File: src/hdl/oest_pkg.sv
// oest_pkg: shared types and codes for the oldest entry swap table
// no dependencies; imported by every module of the block but oest_ram

package oest_pkg;

  localparam int ID_W          = 16;
  localparam int TIME_W        = 32;
  localparam int STATUS_W      = 2;
  localparam int ENTRY_COUNT_W = 5;
  localparam int SLOT_W        = ID_W + TIME_W;

  // request command
  typedef enum logic {
    CMD_ADD    = 1'b0,
    CMD_REMOVE = 1'b1
  } cmd_t;

  // result status code
  typedef enum logic [STATUS_W-1:0] {
    ST_OK        = 2'd0,
    ST_FULL      = 2'd1,
    ST_NOT_FOUND = 2'd2,
    ST_DUPLICATE = 2'd3
  } status_t;

  // sequencer states
  typedef enum logic [1:0] {
    S_IDLE,
    S_SCAN,
    S_FINISH
  } state_t;

  // sequencer to scan unit
  typedef struct packed {
    logic start;
    logic eval;
    logic slot_valid;
  } scan_ctl_t;

  // scan unit to sequencer
  typedef struct packed {
    logic              hit;
    logic              free_found;
    logic              best_found;
    logic [ID_W-1:0]   best_id;
    logic [TIME_W-1:0] best_time;
  } scan_flags_t;

endpackage

File: src/hdl/oest_ifs.sv
// oest_ifs: valid/ready channels for requests and results
// depends on oest_pkg for payload widths

interface oest_in_if;
  import oest_pkg::*;
  logic              valid;
  logic              ready;
  logic              cmd;
  logic [ID_W-1:0]   item_id;
  logic [TIME_W-1:0] now_tick;

  modport source (output valid, cmd, item_id, now_tick, input ready);
  modport sink   (input valid, cmd, item_id, now_tick, output ready);
endinterface

interface oest_out_if;
  import oest_pkg::*;
  logic                     valid;
  logic                     ready;
  logic [STATUS_W-1:0]      status;
  logic                     any_valid;
  logic [ID_W-1:0]          oldest_id;
  logic [TIME_W-1:0]        oldest_time;
  logic [ENTRY_COUNT_W-1:0] entry_count;

  modport source (output valid, status, any_valid, oldest_id, oldest_time, entry_count,
                  input ready);
  modport sink   (input valid, status, any_valid, oldest_id, oldest_time, entry_count,
                  output ready);
endinterface

File: src/hdl/oest_ram.sv
// oest_ram: generic single write port, single read port ram, registered read
// no dependencies

module oest_ram #(
  parameter int WIDTH = 48,
  parameter int DEPTH = 16
) (
  input  logic                     clk,
  input  logic                     wr_en,
  input  logic [$clog2(DEPTH)-1:0] wr_addr,
  input  logic [WIDTH-1:0]         wr_data,
  input  logic                     rd_en,
  input  logic [$clog2(DEPTH)-1:0] rd_addr,
  output logic [WIDTH-1:0]         rd_data
);

  logic [WIDTH-1:0] mem_r [DEPTH];
  logic [WIDTH-1:0] rd_data_r;

  always_ff @(posedge clk) begin
    if (wr_en) begin
      mem_r[wr_addr] <= wr_data;
    end
    if (rd_en) begin
      rd_data_r <= mem_r[rd_addr];
    end
  end

  assign rd_data = rd_data_r;

endmodule

File: src/hdl/oest_scan.sv
// oest_scan: per-slot match, free slot and oldest entry accumulator
// depends on oest_pkg; fed one slot a cycle by the sequencer

module oest_scan #(
  parameter int TABLE_DEPTH = 16
) (
  input  logic                           clk,
  input  logic                           rst_n,
  input  oest_pkg::scan_ctl_t            ctl,
  input  logic [$clog2(TABLE_DEPTH)-1:0] slot_idx,
  input  logic [oest_pkg::ID_W-1:0]      slot_id,
  input  logic [oest_pkg::TIME_W-1:0]    slot_time,
  input  logic                           req_cmd,
  input  logic [oest_pkg::ID_W-1:0]      req_id,
  output oest_pkg::scan_flags_t          flags,
  output logic [$clog2(TABLE_DEPTH)-1:0] hit_idx,
  output logic [$clog2(TABLE_DEPTH)-1:0] free_idx
);
  import oest_pkg::*;

  localparam int IDX_W = $clog2(TABLE_DEPTH);

  logic              hit_r, hit_nxt;
  logic              free_found_r, free_found_nxt;
  logic              best_found_r, best_found_nxt;
  logic [IDX_W-1:0]  hit_idx_r, hit_idx_nxt;
  logic [IDX_W-1:0]  free_idx_r, free_idx_nxt;
  logic [ID_W-1:0]   best_id_r, best_id_nxt;
  logic [TIME_W-1:0] best_time_r, best_time_nxt;

  logic id_match;
  logic cand;
  logic older;

  assign id_match = ctl.slot_valid && (slot_id == req_id);
  // a slot being removed takes no part in the oldest search
  assign cand  = ctl.slot_valid && !(req_cmd == CMD_REMOVE && slot_id == req_id);
  assign older = !best_found_r || (slot_time < best_time_r) ||
                 ((slot_time == best_time_r) && (slot_id < best_id_r));

  always_comb begin
    hit_nxt        = hit_r;
    hit_idx_nxt    = hit_idx_r;
    free_found_nxt = free_found_r;
    free_idx_nxt   = free_idx_r;
    best_found_nxt = best_found_r;
    best_id_nxt    = best_id_r;
    best_time_nxt  = best_time_r;
    if (ctl.start) begin
      hit_nxt        = 1'b0;
      free_found_nxt = 1'b0;
      best_found_nxt = 1'b0;
    end else if (ctl.eval) begin
      if (id_match) begin
        hit_nxt     = 1'b1;
        hit_idx_nxt = slot_idx;
      end
      // lowest free slot wins, scan runs upwards
      if (!ctl.slot_valid && !free_found_r) begin
        free_found_nxt = 1'b1;
        free_idx_nxt   = slot_idx;
      end
      if (cand && older) begin
        best_found_nxt = 1'b1;
        best_id_nxt    = slot_id;
        best_time_nxt  = slot_time;
      end
    end
  end

  always_ff @(posedge clk) begin
    if (!rst_n) begin
      hit_r        <= 1'b0;
      free_found_r <= 1'b0;
      best_found_r <= 1'b0;
    end else begin
      hit_r        <= hit_nxt;
      free_found_r <= free_found_nxt;
      best_found_r <= best_found_nxt;
    end
    hit_idx_r   <= hit_idx_nxt;
    free_idx_r  <= free_idx_nxt;
    best_id_r   <= best_id_nxt;
    best_time_r <= best_time_nxt;
  end

  assign flags.hit        = hit_r;
  assign flags.free_found = free_found_r;
  assign flags.best_found = best_found_r;
  assign flags.best_id    = best_id_r;
  assign flags.best_time  = best_time_r;
  assign hit_idx          = hit_idx_r;
  assign free_idx         = free_idx_r;

endmodule

File: src/hdl/oldest_entry_swap_table.sv
// oldest_entry_swap_table: bounded table of swapped-out processes with oldest entry report.
// Each request adds (id, arrival time) or removes an id; one result follows every request
// with a status, the oldest entry (earliest time, lowest id on a tie), a non-empty flag and
// the entry count. Ids and times live in one ram read one slot a cycle; valid bits are
// flip-flops cleared by reset, so no clearing pass is needed. A request is accepted in
// S_IDLE, scanned through the ram read port in S_SCAN, then written back in S_FINISH, which
// also loads the result register and waits while an untaken result still sits there. A new
// request is taken while the previous result still waits in the output register.
// depends on oest_pkg, oest_ifs, oest_ram and oest_scan

module oldest_entry_swap_table #(
  parameter int TABLE_DEPTH = 16
) (
  input logic       clk,
  input logic       rst_n,
  oest_in_if.sink   in_chan,
  oest_out_if.source out_chan
);
  import oest_pkg::*;

  localparam int IDX_W = $clog2(TABLE_DEPTH);
  localparam int CNT_W = $clog2(TABLE_DEPTH + 1);

  // sequencer
  state_t state_r, state_nxt;

  // captured request
  logic              req_cmd_r;
  logic [ID_W-1:0]   req_id_r;
  logic [TIME_W-1:0] req_time_r;

  // scan address counter and read pipeline tag
  logic [IDX_W:0]   cnt_r, cnt_nxt;
  logic             pipe_vld_r, pipe_vld_nxt;
  logic [IDX_W-1:0] pipe_idx_r;

  // table state outside the ram
  logic [TABLE_DEPTH-1:0] valid_r, valid_nxt;
  logic [CNT_W-1:0]       count_r, count_nxt;

  // result register
  logic                     out_vld_r, out_vld_nxt;
  logic [STATUS_W-1:0]      out_status_r;
  logic                     out_any_r;
  logic [ID_W-1:0]          out_id_r;
  logic [TIME_W-1:0]        out_time_r;
  logic [ENTRY_COUNT_W-1:0] out_count_r;

  // ram and scan wiring
  logic              rd_en;
  logic [SLOT_W-1:0] rd_data;
  logic              wr_en;
  scan_ctl_t         scan_ctl;
  scan_flags_t       flags;
  logic [IDX_W-1:0]  hit_idx;
  logic [IDX_W-1:0]  free_idx;

  // finish-cycle decisions
  logic             accept;
  logic             scan_last;
  logic             load;
  logic             add_ok;
  logic             rem_ok;
  status_t          status_c;
  logic             new_older;
  logic             res_any;
  logic [ID_W-1:0]  res_id;
  logic [TIME_W-1:0] res_time;

  assign accept    = in_chan.valid && in_chan.ready;
  assign scan_last = (cnt_r == (IDX_W + 1)'(TABLE_DEPTH));
  // result register must be free or emptying before the write-back commits
  assign load      = (state_r == S_FINISH) && (!out_vld_r || out_chan.ready);

  // next state
  always_comb begin
    state_nxt = state_r;
    unique case (state_r)
      S_IDLE: begin
        if (accept) begin
          state_nxt = S_SCAN;
        end
      end
      S_SCAN: begin
        if (scan_last) begin
          state_nxt = S_FINISH;
        end
      end
      S_FINISH: begin
        if (load) begin
          state_nxt = S_IDLE;
        end
      end
      default: state_nxt = S_IDLE;
    endcase
  end

  // sequencer outputs
  always_comb begin
    in_chan.ready       = 1'b0;
    rd_en               = 1'b0;
    cnt_nxt             = cnt_r;
    pipe_vld_nxt        = 1'b0;
    unique case (state_r)
      S_IDLE: begin
        in_chan.ready  = 1'b1;
        cnt_nxt        = '0;
      end
      S_SCAN: begin
        if (!scan_last) begin
          rd_en        = 1'b1;
          cnt_nxt      = cnt_r + 1'b1;
          pipe_vld_nxt = 1'b1;
        end
      end
      S_FINISH: begin
        cnt_nxt = cnt_r;
      end
      default: cnt_nxt = '0;
    endcase
  end

  // accumulators clear as a request is taken
  assign scan_ctl.start      = accept;
  // slot data from the registered ram read is evaluated as it arrives
  assign scan_ctl.eval       = pipe_vld_r;
  assign scan_ctl.slot_valid = valid_r[pipe_idx_r];

  // outcome of the request
  assign add_ok = (req_cmd_r == CMD_ADD) && !flags.hit && flags.free_found;
  assign rem_ok = (req_cmd_r == CMD_REMOVE) && flags.hit;

  always_comb begin
    priority if (req_cmd_r == CMD_REMOVE) begin
      status_c = flags.hit ? ST_OK : ST_NOT_FOUND;
    end else if (flags.hit) begin
      status_c = ST_DUPLICATE;
    end else if (!flags.free_found) begin
      status_c = ST_FULL;
    end else begin
      status_c = ST_OK;
    end
  end

  // the newly added entry may be older than everything already held
  assign new_older = !flags.best_found || (req_time_r < flags.best_time) ||
                     ((req_time_r == flags.best_time) && (req_id_r < flags.best_id));

  always_comb begin
    res_any  = flags.best_found;
    res_id   = flags.best_found ? flags.best_id : '0;
    res_time = flags.best_found ? flags.best_time : '0;
    if (add_ok && new_older) begin
      res_any  = 1'b1;
      res_id   = req_id_r;
      res_time = req_time_r;
    end
  end

  // table update at write-back
  assign wr_en = load && add_ok;

  always_comb begin
    valid_nxt = valid_r;
    count_nxt = count_r;
    if (load && add_ok) begin
      valid_nxt[free_idx] = 1'b1;
      count_nxt           = count_r + 1'b1;
    end else if (load && rem_ok) begin
      valid_nxt[hit_idx] = 1'b0;
      count_nxt          = count_r - 1'b1;
    end
  end

  always_comb begin
    out_vld_nxt = out_vld_r;
    if (load) begin
      out_vld_nxt = 1'b1;
    end else if (out_chan.ready) begin
      out_vld_nxt = 1'b0;
    end
  end

  // control registers
  always_ff @(posedge clk) begin
    if (!rst_n) begin
      state_r    <= S_IDLE;
      cnt_r      <= '0;
      pipe_vld_r <= 1'b0;
      valid_r    <= '0;
      count_r    <= '0;
      out_vld_r  <= 1'b0;
    end else begin
      state_r    <= state_nxt;
      cnt_r      <= cnt_nxt;
      pipe_vld_r <= pipe_vld_nxt;
      valid_r    <= valid_nxt;
      count_r    <= count_nxt;
      out_vld_r  <= out_vld_nxt;
    end
  end

  // payload registers
  always_ff @(posedge clk) begin
    pipe_idx_r <= cnt_r[IDX_W-1:0];
    if (accept) begin
      req_cmd_r  <= in_chan.cmd;
      req_id_r   <= in_chan.item_id;
      req_time_r <= in_chan.now_tick;
    end
    if (load) begin
      out_status_r <= status_c;
      out_any_r    <= res_any;
      out_id_r     <= res_id;
      out_time_r   <= res_time;
      out_count_r  <= ENTRY_COUNT_W'(count_nxt);
    end
  end

  // slot store: id in the upper bits, arrival time below
  oest_ram #(
    .WIDTH (SLOT_W),
    .DEPTH (TABLE_DEPTH)
  ) u_slot_ram (
    .clk     (clk),
    .wr_en   (wr_en),
    .wr_addr (free_idx),
    .wr_data ({req_id_r, req_time_r}),
    .rd_en   (rd_en),
    .rd_addr (cnt_r[IDX_W-1:0]),
    .rd_data (rd_data)
  );

  oest_scan #(
    .TABLE_DEPTH (TABLE_DEPTH)
  ) u_scan (
    .clk       (clk),
    .rst_n     (rst_n),
    .ctl       (scan_ctl),
    .slot_idx  (pipe_idx_r),
    .slot_id   (rd_data[SLOT_W-1:TIME_W]),
    .slot_time (rd_data[TIME_W-1:0]),
    .req_cmd   (req_cmd_r),
    .req_id    (req_id_r),
    .flags     (flags),
    .hit_idx   (hit_idx),
    .free_idx  (free_idx)
  );

  assign out_chan.valid       = out_vld_r;
  assign out_chan.status      = out_status_r;
  assign out_chan.any_valid   = out_any_r;
  assign out_chan.oldest_id   = out_id_r;
  assign out_chan.oldest_time = out_time_r;
  assign out_chan.entry_count = out_count_r;

endmodule

File: src/flat_wrapper.sv
// flat-port wrapper written by rule: the top's interface ports become plain ports
module oldest_entry_swap_table_flat import oest_pkg::*;
#(
  parameter int TABLE_DEPTH = 16
)
  (clk, rst_n, in_chan_valid, in_chan_cmd, in_chan_item_id, in_chan_now_tick, in_chan_ready, out_chan_valid, out_chan_status, out_chan_any_valid, out_chan_oldest_id, out_chan_oldest_time, out_chan_entry_count, out_chan_ready);
  oest_in_if in_chan_i ();
  oest_out_if out_chan_i ();
  input logic clk;
  input logic rst_n;
  input wire logic [$bits(in_chan_i.valid)-1:0] in_chan_valid;
  input wire logic [$bits(in_chan_i.cmd)-1:0] in_chan_cmd;
  input wire logic [$bits(in_chan_i.item_id)-1:0] in_chan_item_id;
  input wire logic [$bits(in_chan_i.now_tick)-1:0] in_chan_now_tick;
  output wire logic [$bits(in_chan_i.ready)-1:0] in_chan_ready;
  output wire logic [$bits(out_chan_i.valid)-1:0] out_chan_valid;
  output wire logic [$bits(out_chan_i.status)-1:0] out_chan_status;
  output wire logic [$bits(out_chan_i.any_valid)-1:0] out_chan_any_valid;
  output wire logic [$bits(out_chan_i.oldest_id)-1:0] out_chan_oldest_id;
  output wire logic [$bits(out_chan_i.oldest_time)-1:0] out_chan_oldest_time;
  output wire logic [$bits(out_chan_i.entry_count)-1:0] out_chan_entry_count;
  input wire logic [$bits(out_chan_i.ready)-1:0] out_chan_ready;
  assign in_chan_i.valid = in_chan_valid;
  assign in_chan_i.cmd = in_chan_cmd;
  assign in_chan_i.item_id = in_chan_item_id;
  assign in_chan_i.now_tick = in_chan_now_tick;
  assign in_chan_ready = in_chan_i.ready;
  assign out_chan_valid = out_chan_i.valid;
  assign out_chan_status = out_chan_i.status;
  assign out_chan_any_valid = out_chan_i.any_valid;
  assign out_chan_oldest_id = out_chan_i.oldest_id;
  assign out_chan_oldest_time = out_chan_i.oldest_time;
  assign out_chan_entry_count = out_chan_i.entry_count;
  assign out_chan_i.ready = out_chan_ready;
  oldest_entry_swap_table #(.TABLE_DEPTH(TABLE_DEPTH)) u_core (.clk(clk), .rst_n(rst_n), .in_chan(in_chan_i), .out_chan(out_chan_i));
endmodule
File: config.mk
export PLATFORM = sky130hd
export DESIGN_NAME = oldest_entry_swap_table_flat
export DESIGN_NICKNAME = d
export VERILOG_FILES = /design/src/hdl/oest_pkg.sv /design/src/hdl/oest_ifs.sv /design/src/hdl/oest_ram.sv /design/src/hdl/oest_scan.sv /design/src/hdl/oldest_entry_swap_table.sv /design/src/flat_wrapper.sv
export SDC_FILE = /design/constraint.sdc
export NUM_CORES = 1
export LEC_CHECK = 0
export ABC_AREA = 1
export BUFFER_PORTS_ARGS = -buffer_cell sky130_fd_sc_hd__buf_4
export CAP_MARGIN = 20
export CELL_PAD_IN_SITES_DETAIL_PLACEMENT = 1
export CELL_PAD_IN_SITES_GLOBAL_PLACEMENT = 2
export CORE_MARGIN = 8
export CORE_UTILIZATION = 40
export CTS_CLUSTER_DIAMETER = 60
export DETAILED_ROUTE_END_ITERATION = 7
export PLACE_DENSITY = 0.88
export SLEW_MARGIN = 20
export SYNTH_ARGS = -nofsm -noshare
export SYNTH_HDL_FRONTEND = slang
export SYNTH_SLANG_ARGS = --single-unit
File: constraint.sdc
create_clock -name clk -period 4.1 [get_ports clk]
set_clock_uncertainty 0.05 [all_clocks]
set_input_delay 0.615 -clock clk [delete_from_list [all_inputs] [get_ports clk]]
set_output_delay 0.615 -clock clk [all_outputs]
set_load 0.01 [all_outputs]
==> results of run 1 <==
[worst max-delay path, stage by stage, from the launching register on]
cell and delay (ns):
edfxtp_1 0.76, ha_1 0.37, nand2_1 0.14, inv_2 0.05, nand2_1 0.06, nor2_1 0.06
nand2_2 0.15, nor2_1 0.07, nand2_1 0.14, nand4_2 0.18, nand3_4 0.15, buf_4 0.70
nand3_1 0.19, nand2_1 0.14
[cells by family after synthesis]
kind of cell               after synthesis  synth area share
xor gates and xnor gates                18           0.00384
buffers and inverters                  353            0.0344
AOI/OAI and AO/OA                      686            0.0921
and+or+nand+nor                       1069             0.106
adders and majority gates              100            0.0305
DFF                                   1014             0.733
[Yosys cell counts (37+ instances only)]
library cell  instances
edfxtp_1            977
nand2_1             470
nor2_1              443
o21ai_0             407
o22ai_1             192
inv_1               177
clkbuf_1            127
ha_1                100
nand3_1              71
a21oi_1              56
nand4_1              54
dfxtp_1              37
[flip-flops by register name, indices dropped and copies added, names as in the netlist, 4 cells and up]
| signal | flops |
|---|---|
| u_core.u_scan.hit_idx | 4 |
| u_core.count_r | 5 |
| u_core.req_time_r | 32 |
| u_core.out_chan.oldest_id | 16 |
| u_core.out_chan.oldest_time | 32 |
| u_core.u_scan.free_idx | 4 |
| u_core.cnt_r | 5 |
| u_core.req_id_r | 16 |
| u_core.u_scan.best_id_r | 16 |
| u_core.u_slot_ram.mem_r | 768 |
| u_core.u_slot_ram.rd_data | 48 |
| u_core.out_chan.entry_count | 5 |
| u_core.pipe_idx_r | 4 |
| u_core.valid_r | 16 |
| u_core.u_scan.best_time_r | 32 |
[per-stage QoR]
| stage | hold WS [ns] | worst slack, ns | utilization | total power (W) | cells |
|---|---|---|---|---|---|
| final | 0.0595 | 0.720 | 0.462 | 0.0219 | 4799 |
| after global routing | 0.0449 | 0.549 | 0.462 | 0.0225 | 4799 |
| after CTS | 0.0237 | 0.712 | 0.462 | 0.0220 | 4799 |
| after detailed placement | 0.390 | 0.721 | 0.430 | 0.0128 | 4608 |
| after global placement | 0.385 | 0.871 | 0.430 | 0.0128 | 4608 |
| after floorplan | 0.302 | 0.164 | - | 0.0124 | 3240 |
[layout make-up]
cell class              instances  area [um^2]
multi-input cells            1873         9680
inverters                     180          688
well taps                    1368         1710
fillers                     10400        54700
clock buffers                 132         2790
flip-flops and latches       1014        30100
clock inverters                59          505
repair buffers                173         1560
[worst paths after layout]
path / end / slack [ns]
min reg2reg: u_core.u_scan.best_time_r[28] / 0.41
max reg2reg: u_core.out_chan.oldest_id[1] / 0.72
min: u_core.req_id_r[7] / 0.06
max: u_core.out_chan.oldest_id[1] / 0.72
[cells in the final DEF, fill, tap and decap left out, types with 3 or more instances in the layout]
cell type  count
a21oi_1       56
a31oi_1        6
and2_1         3
buf_12        21
buf_4        152
bufinv_16      7
clkbuf_1      23
clkbuf_16    107
clkinv_1      22
clkinv_2      26
dfxtp_1       34
edfxtp_1     977
ha_1         100
inv_1        171
inv_2          5
nand2_1      470
nand3_1       71
nand4_1       54
nor2_1       424
nor2_2         3
nor2_4        19
nor3_1        11
nor4_1         3
o211ai_1       6
o21ai_0      407
o221a_2        9
o22ai_1      192
or2_2          3
xnor2_1        8
xor2_1        10
[routing by layer]
layer,share of wire,wire (um),GRT usage
met1,0.42,51800,0.286
met2,0.48,59400,0.355
met3,0.066,8110,0.0324
met4,0.034,4210,0.0796
met5,0.000073,9,0
[report_power, final]
part | internal, W | switching, W
combinational | 0.000299 | 0.000685
clock | 0.00526 | 0.00401
sequential | 0.0115 | 0.000166
==> flow_metrics.env, run 1 <==
export IMPL_status="completed"
export IMPL_io_pin_count=111
export IMPL_grt_pass1_wl_mm=184
export IMPL_first_pass_iters=5
export IMPL_chipHeight_um=336
export IMPL_diodes=0
export IMPL_setup_viol=0
export IMPL_endpoint_kind="flop"
export IMPL_synth_seq_cells=1014
export IMPL_crit_path_start_kind="flop"
export IMPL_htreeDepth=3
export IMPL_setup_tns_ns=0
export IMPL_grt_ovfl_total=0
export IMPL_fin_area_mm2=0.0470
export IMPL_clockBufferDepth=3
export IMPL_port_buffers=110
export IMPL_drc_errors=0
export IMPL_synthTopCellsByArea="edfxtp_1, o21ai_0, nand2_1, nor2_1, ha_1"
export IMPL_path_clk_slew_ns=0.06
export IMPL_grt_max_degree=211
export IMPL_cts_setup_buffers=0
export IMPL_hold_start="in_chan_item_id[7]"
export IMPL_syn_to_final_growth_pct=14.7
export IMPL_hold_violations=0
export IMPL_ctsResizeCount=0
export IMPL_vias=27100
export IMPL_die_area_mm2=0.113
export IMPL_drive_gt1_frac=0.108
export IMPL_syn_inst=3240
export IMPL_cts_sink_count=1014
export IMPL_routed_wl_mm=123
export IMPL_timing_fmax_mhz=296
export IMPL_synth_top_area_cell="edfxtp_1"
export IMPL_cts_root_buffer="clkbuf_16"
export IMPL_hold_path_class="input pin to flop"
export IMPL_synth_area_mm2=0.0410
export IMPL_cap_violations=0
export IMPL_fp_coreArea_mm2=0.102
export IMPL_regToRegStartpoint="u_core.req_time_r[23]"
export IMPL_setup_worst_path_start="u_core.req_time_r[23]"
export IMPL_clock_latency_ns=0.68
export IMPL_p_per_area_mw_per_mm2=465
export IMPL_routabilityCongestion=0.798
export IMPL_hold_buffers=0
export IMPL_avgSynthCellArea_um2=12.7
export IMPL_drt_iter0_markers=2426
export IMPL_path_class="flop to flop"
export IMPL_initial_utilization=0.403
export IMPL_cts_tree="built"
export IMPL_ff2ff_path_depth=13
export IMPL_synth_top_cell_area_share=0.715
export IMPL_synth_edf_count=977
export IMPL_max_vdd_ir_drop_mv=0.396
export IMPL_slew_limit_headroom=0.162
export IMPL_grt_pass1_vias=28700
export IMPL_place_area_mm2=0.0437
export IMPL_synthesis_nets=3393
export IMPL_synthFlopType="edfxtp_1"
export IMPL_cts_made_buffers=105
export IMPL_required_ns=4.58
export IMPL_async_reset_ff_frac=0
export IMPL_worstHoldPathCells=1
export IMPL_rsz0062_at_grt="no"
export IMPL_worstPathMaxFanout=48
export IMPL_yosys_warnings=0
export IMPL_nets=3500
export IMPL_min_period_ns=3.38
export IMPL_p_leak_nw=16.7
export IMPL_die_width_um=336
export IMPL_post_drt_wl_per_cell_um=25.7
export IMPL_rows=117
export IMPL_grt_usage=0.214
export IMPL_yosysSeqAreaShare=0.733
export IMPL_worst_pin_slew_ns=1.26
export IMPL_post_route_period_util=0.824
export IMPL_ant_nets=0
export IMPL_vias_per_cell=5.66
export IMPL_dp_hpwl_mm=68.0
export IMPL_antenna_found_initial=3
export IMPL_ys_types=43
export IMPL_cp_arrival_ns=3.86
export IMPL_drv_slew=0
Note: power is estimated with default switching activity, not from simulation.
==> inputs of run 2 (changes only) <==
- clock period: 4.1 -> 2.8 ns (I/O delays scaled with it)
==> flow_metrics.env, run 2 (synthesis results as in run 1) <==
export IMPL_power_switching_w=0.00729
export IMPL_drc_errors=0
export IMPL_grt_usage=0.220
export IMPL_rsz0062_at_grt="no"
export IMPL_cts_root_buffer="clkbuf_16"
export IMPL_regMostFlops="u_core.u_slot_ram.mem_r"
export IMPL_status="completed"
export IMPL_final_cell_mix="edfxtp_1, nand2_1, nor2_1, o21ai_0, buf_4"
export IMPL_vias_per_cell=5.65
export IMPL_io_pin_count=111
export IMPL_clock_latency_ns=0.69
export IMPL_grt_max_degree=170
export IMPL_worst_pin_slew_ns=0.894
export IMPL_power_frac_seq=0.518
export IMPL_min_period_ns=2.74
export IMPL_intPower_w=0.0253
export IMPL_die_area_mm2=0.113
export IMPL_port_buffers=110
export IMPL_drv_slew=0
export IMPL_routabilityCongestion=0.794
export IMPL_slowest_delay_ns=0.45
export IMPL_p_per_area_mw_per_mm2=670
export IMPL_cp_arrival_ns=3.08
export IMPL_cts_made_buffers=106
export IMPL_mostFrequentLayoutCell="edfxtp_1"
export IMPL_critical_path_buf_inv_count=4
export IMPL_grt_pass1_wl_mm=187
export IMPL_ant_nets=0
export IMPL_dp_hpwl_mm=73.8
export IMPL_path_class="flop to flop"
export IMPL_grt_pass1_vias=29200
export IMPL_chipHeight_um=336
export IMPL_vias=27900
export IMPL_cts_sink_count=1014
export IMPL_die_width_um=336
export IMPL_drt_iter0_markers=2724
export IMPL_endpoint_kind="flop"
export IMPL_cts_tree="built"
export IMPL_worstPathMaxFanout=16
export IMPL_cp_cell_sequence="ha_1 -> nand2_1 -> nor4_2 -> buf_4 -> nand2_1 -> inv_1 -> nand2_1 -> nand2_1 -> nand3_1 -> nand2_1 -> clkinvlp_4 -> buf_12"
export IMPL_initial_utilization=0.403
export IMPL_hold_path_class="input pin to flop"
export IMPL_rows=117
export IMPL_p_clk_frac=0.428
export IMPL_hold_violations=0
export IMPL_crit_path_start_kind="flop"
export IMPL_drive_gt1_frac=0.131
export IMPL_routed_wl_mm=127
export IMPL_p_leak_nw=17.4
export IMPL_post_drt_wl_per_cell_um=25.8
export IMPL_max_vdd_ir_drop_mv=0.416
export IMPL_timing_fmax_mhz=365
export IMPL_required_ns=3.14
export IMPL_utilization=0.478
export IMPL_power_frac_comb=0.054
export IMPL_power_total_w=0.0326
export IMPL_setup_viol=0
export IMPL_cpMostUsedCell="nand2_1"
export IMPL_cpLargestDelayFamily="simple AND/OR/NAND/NOR gates"
export IMPL_clockBufferDepth=3
export IMPL_first_pass_iters=5
export IMPL_grt_ovfl_total=0
export IMPL_nets=3634
export IMPL_path_clk_slew_ns=0.06
export IMPL_sw_frac_of_total=0.224
export IMPL_syn_to_final_growth_pct=18.6
export IMPL_cap_violations=0
export IMPL_htreeDepth=3
export IMPL_largest_register_ffs=768
export IMPL_fp_coreArea_mm2=0.102
export IMPL_post_route_period_util=0.979
export IMPL_antenna_found_initial=8
export IMPL_slew_limit_headroom=0.404
export IMPL_crit_slowest_cell="edfxtp_1"
-- run 2: power groups by stage --
| stage | clock network [W] | logic, W | registers [W] |
|---|---|---|---|
| floorplan | 0 | 0.000921 | 0.0172 |
| global route | 0.0146 | 0.00193 | 0.0169 |
| CTS | 0.0141 | 0.00175 | 0.0169 |
| finish | 0.0139 | 0.00177 | 0.0169 |
| detailed placement | 0 | 0.00167 | 0.0172 |
| global placement | 0 | 0.00160 | 0.0172 |
-- run 2: path summary, 6_finish.rpt --
check	start	cells after the start	slack (ns)	to
setup / recovery	u_core.u_slot_ram.rd_data[30]	12	0.06	u_core.u_scan.best_time_r[12]
hold / removal	out_chan_ready	4	0.03	u_core.out_chan.valid
setup reg to reg	u_core.u_slot_ram.rd_data[30]	12	0.06	u_core.u_scan.best_time_r[12]
hold reg to reg	u_core.u_slot_ram.rd_data[2]	0	0.41	u_core.u_scan.best_time_r[2]
-- run 2: final cells by class --
| type | instances | area (um^2) |
|---|---|---|
| multi-input combinational | 1873 | 9690 |
| fill | 10300 | 53100 |
| tap | 1368 | 1710 |
| inverter | 180 | 694 |
| sequential | 1014 | 30100 |
| clock inverter | 64 | 589 |
| timing repair buffer | 306 | 3010 |
| clock buffer | 128 | 2840 |
| antenna | 2 | 5.00 |
-- run 2: stage by stage --
stage	hold WS [ns]	setup TNS, ns	setup slack (ns)	cells	cell area, um^2
after global placement	0.387	-1.64	-0.0601	4686	44600
after detailed placement	0.392	-1.93	-0.0652	4686	44600
final	0.0350	0	0.0576	4935	48600
after CTS	0.00804	0	0.0237	4927	48600
after floorplan	0.302	-78.65	-0.196	3240	41100
after global routing	0.0488	0	0.00801	4934	48600
-- run 2: worst register-to-register path: cells and delay by family (launching register included) --
family	cells	cell delay (ns)
adders and majority gates	1	0.34
buffers and inverters	4	0.66
and+or+nand+nor	7	0.92
DFF	1	0.45
-- run 2: per-layer routing --
layer | part of all wire | global-route usage | vias up
met4 | 0.027 | 0.0667 | 2
met3 | 0.063 | 0.0345 | 245
met1 | 0.41 | 0.285 | 14400
li1 | - | - | 12200
met2 | 0.49 | 0.380 | 1026
met5 | 0.00010 | 0 | -
-- run 2: what timing repair did --
action / 4_1_cts / 5_1_grt
buffers inserted: 0 / 6
endpoints found under the setup margin: 62 / 82
hold buffers: 49 / 0
resized for setup: 3 / 1
endpoints found under the hold margin: 49 / 0
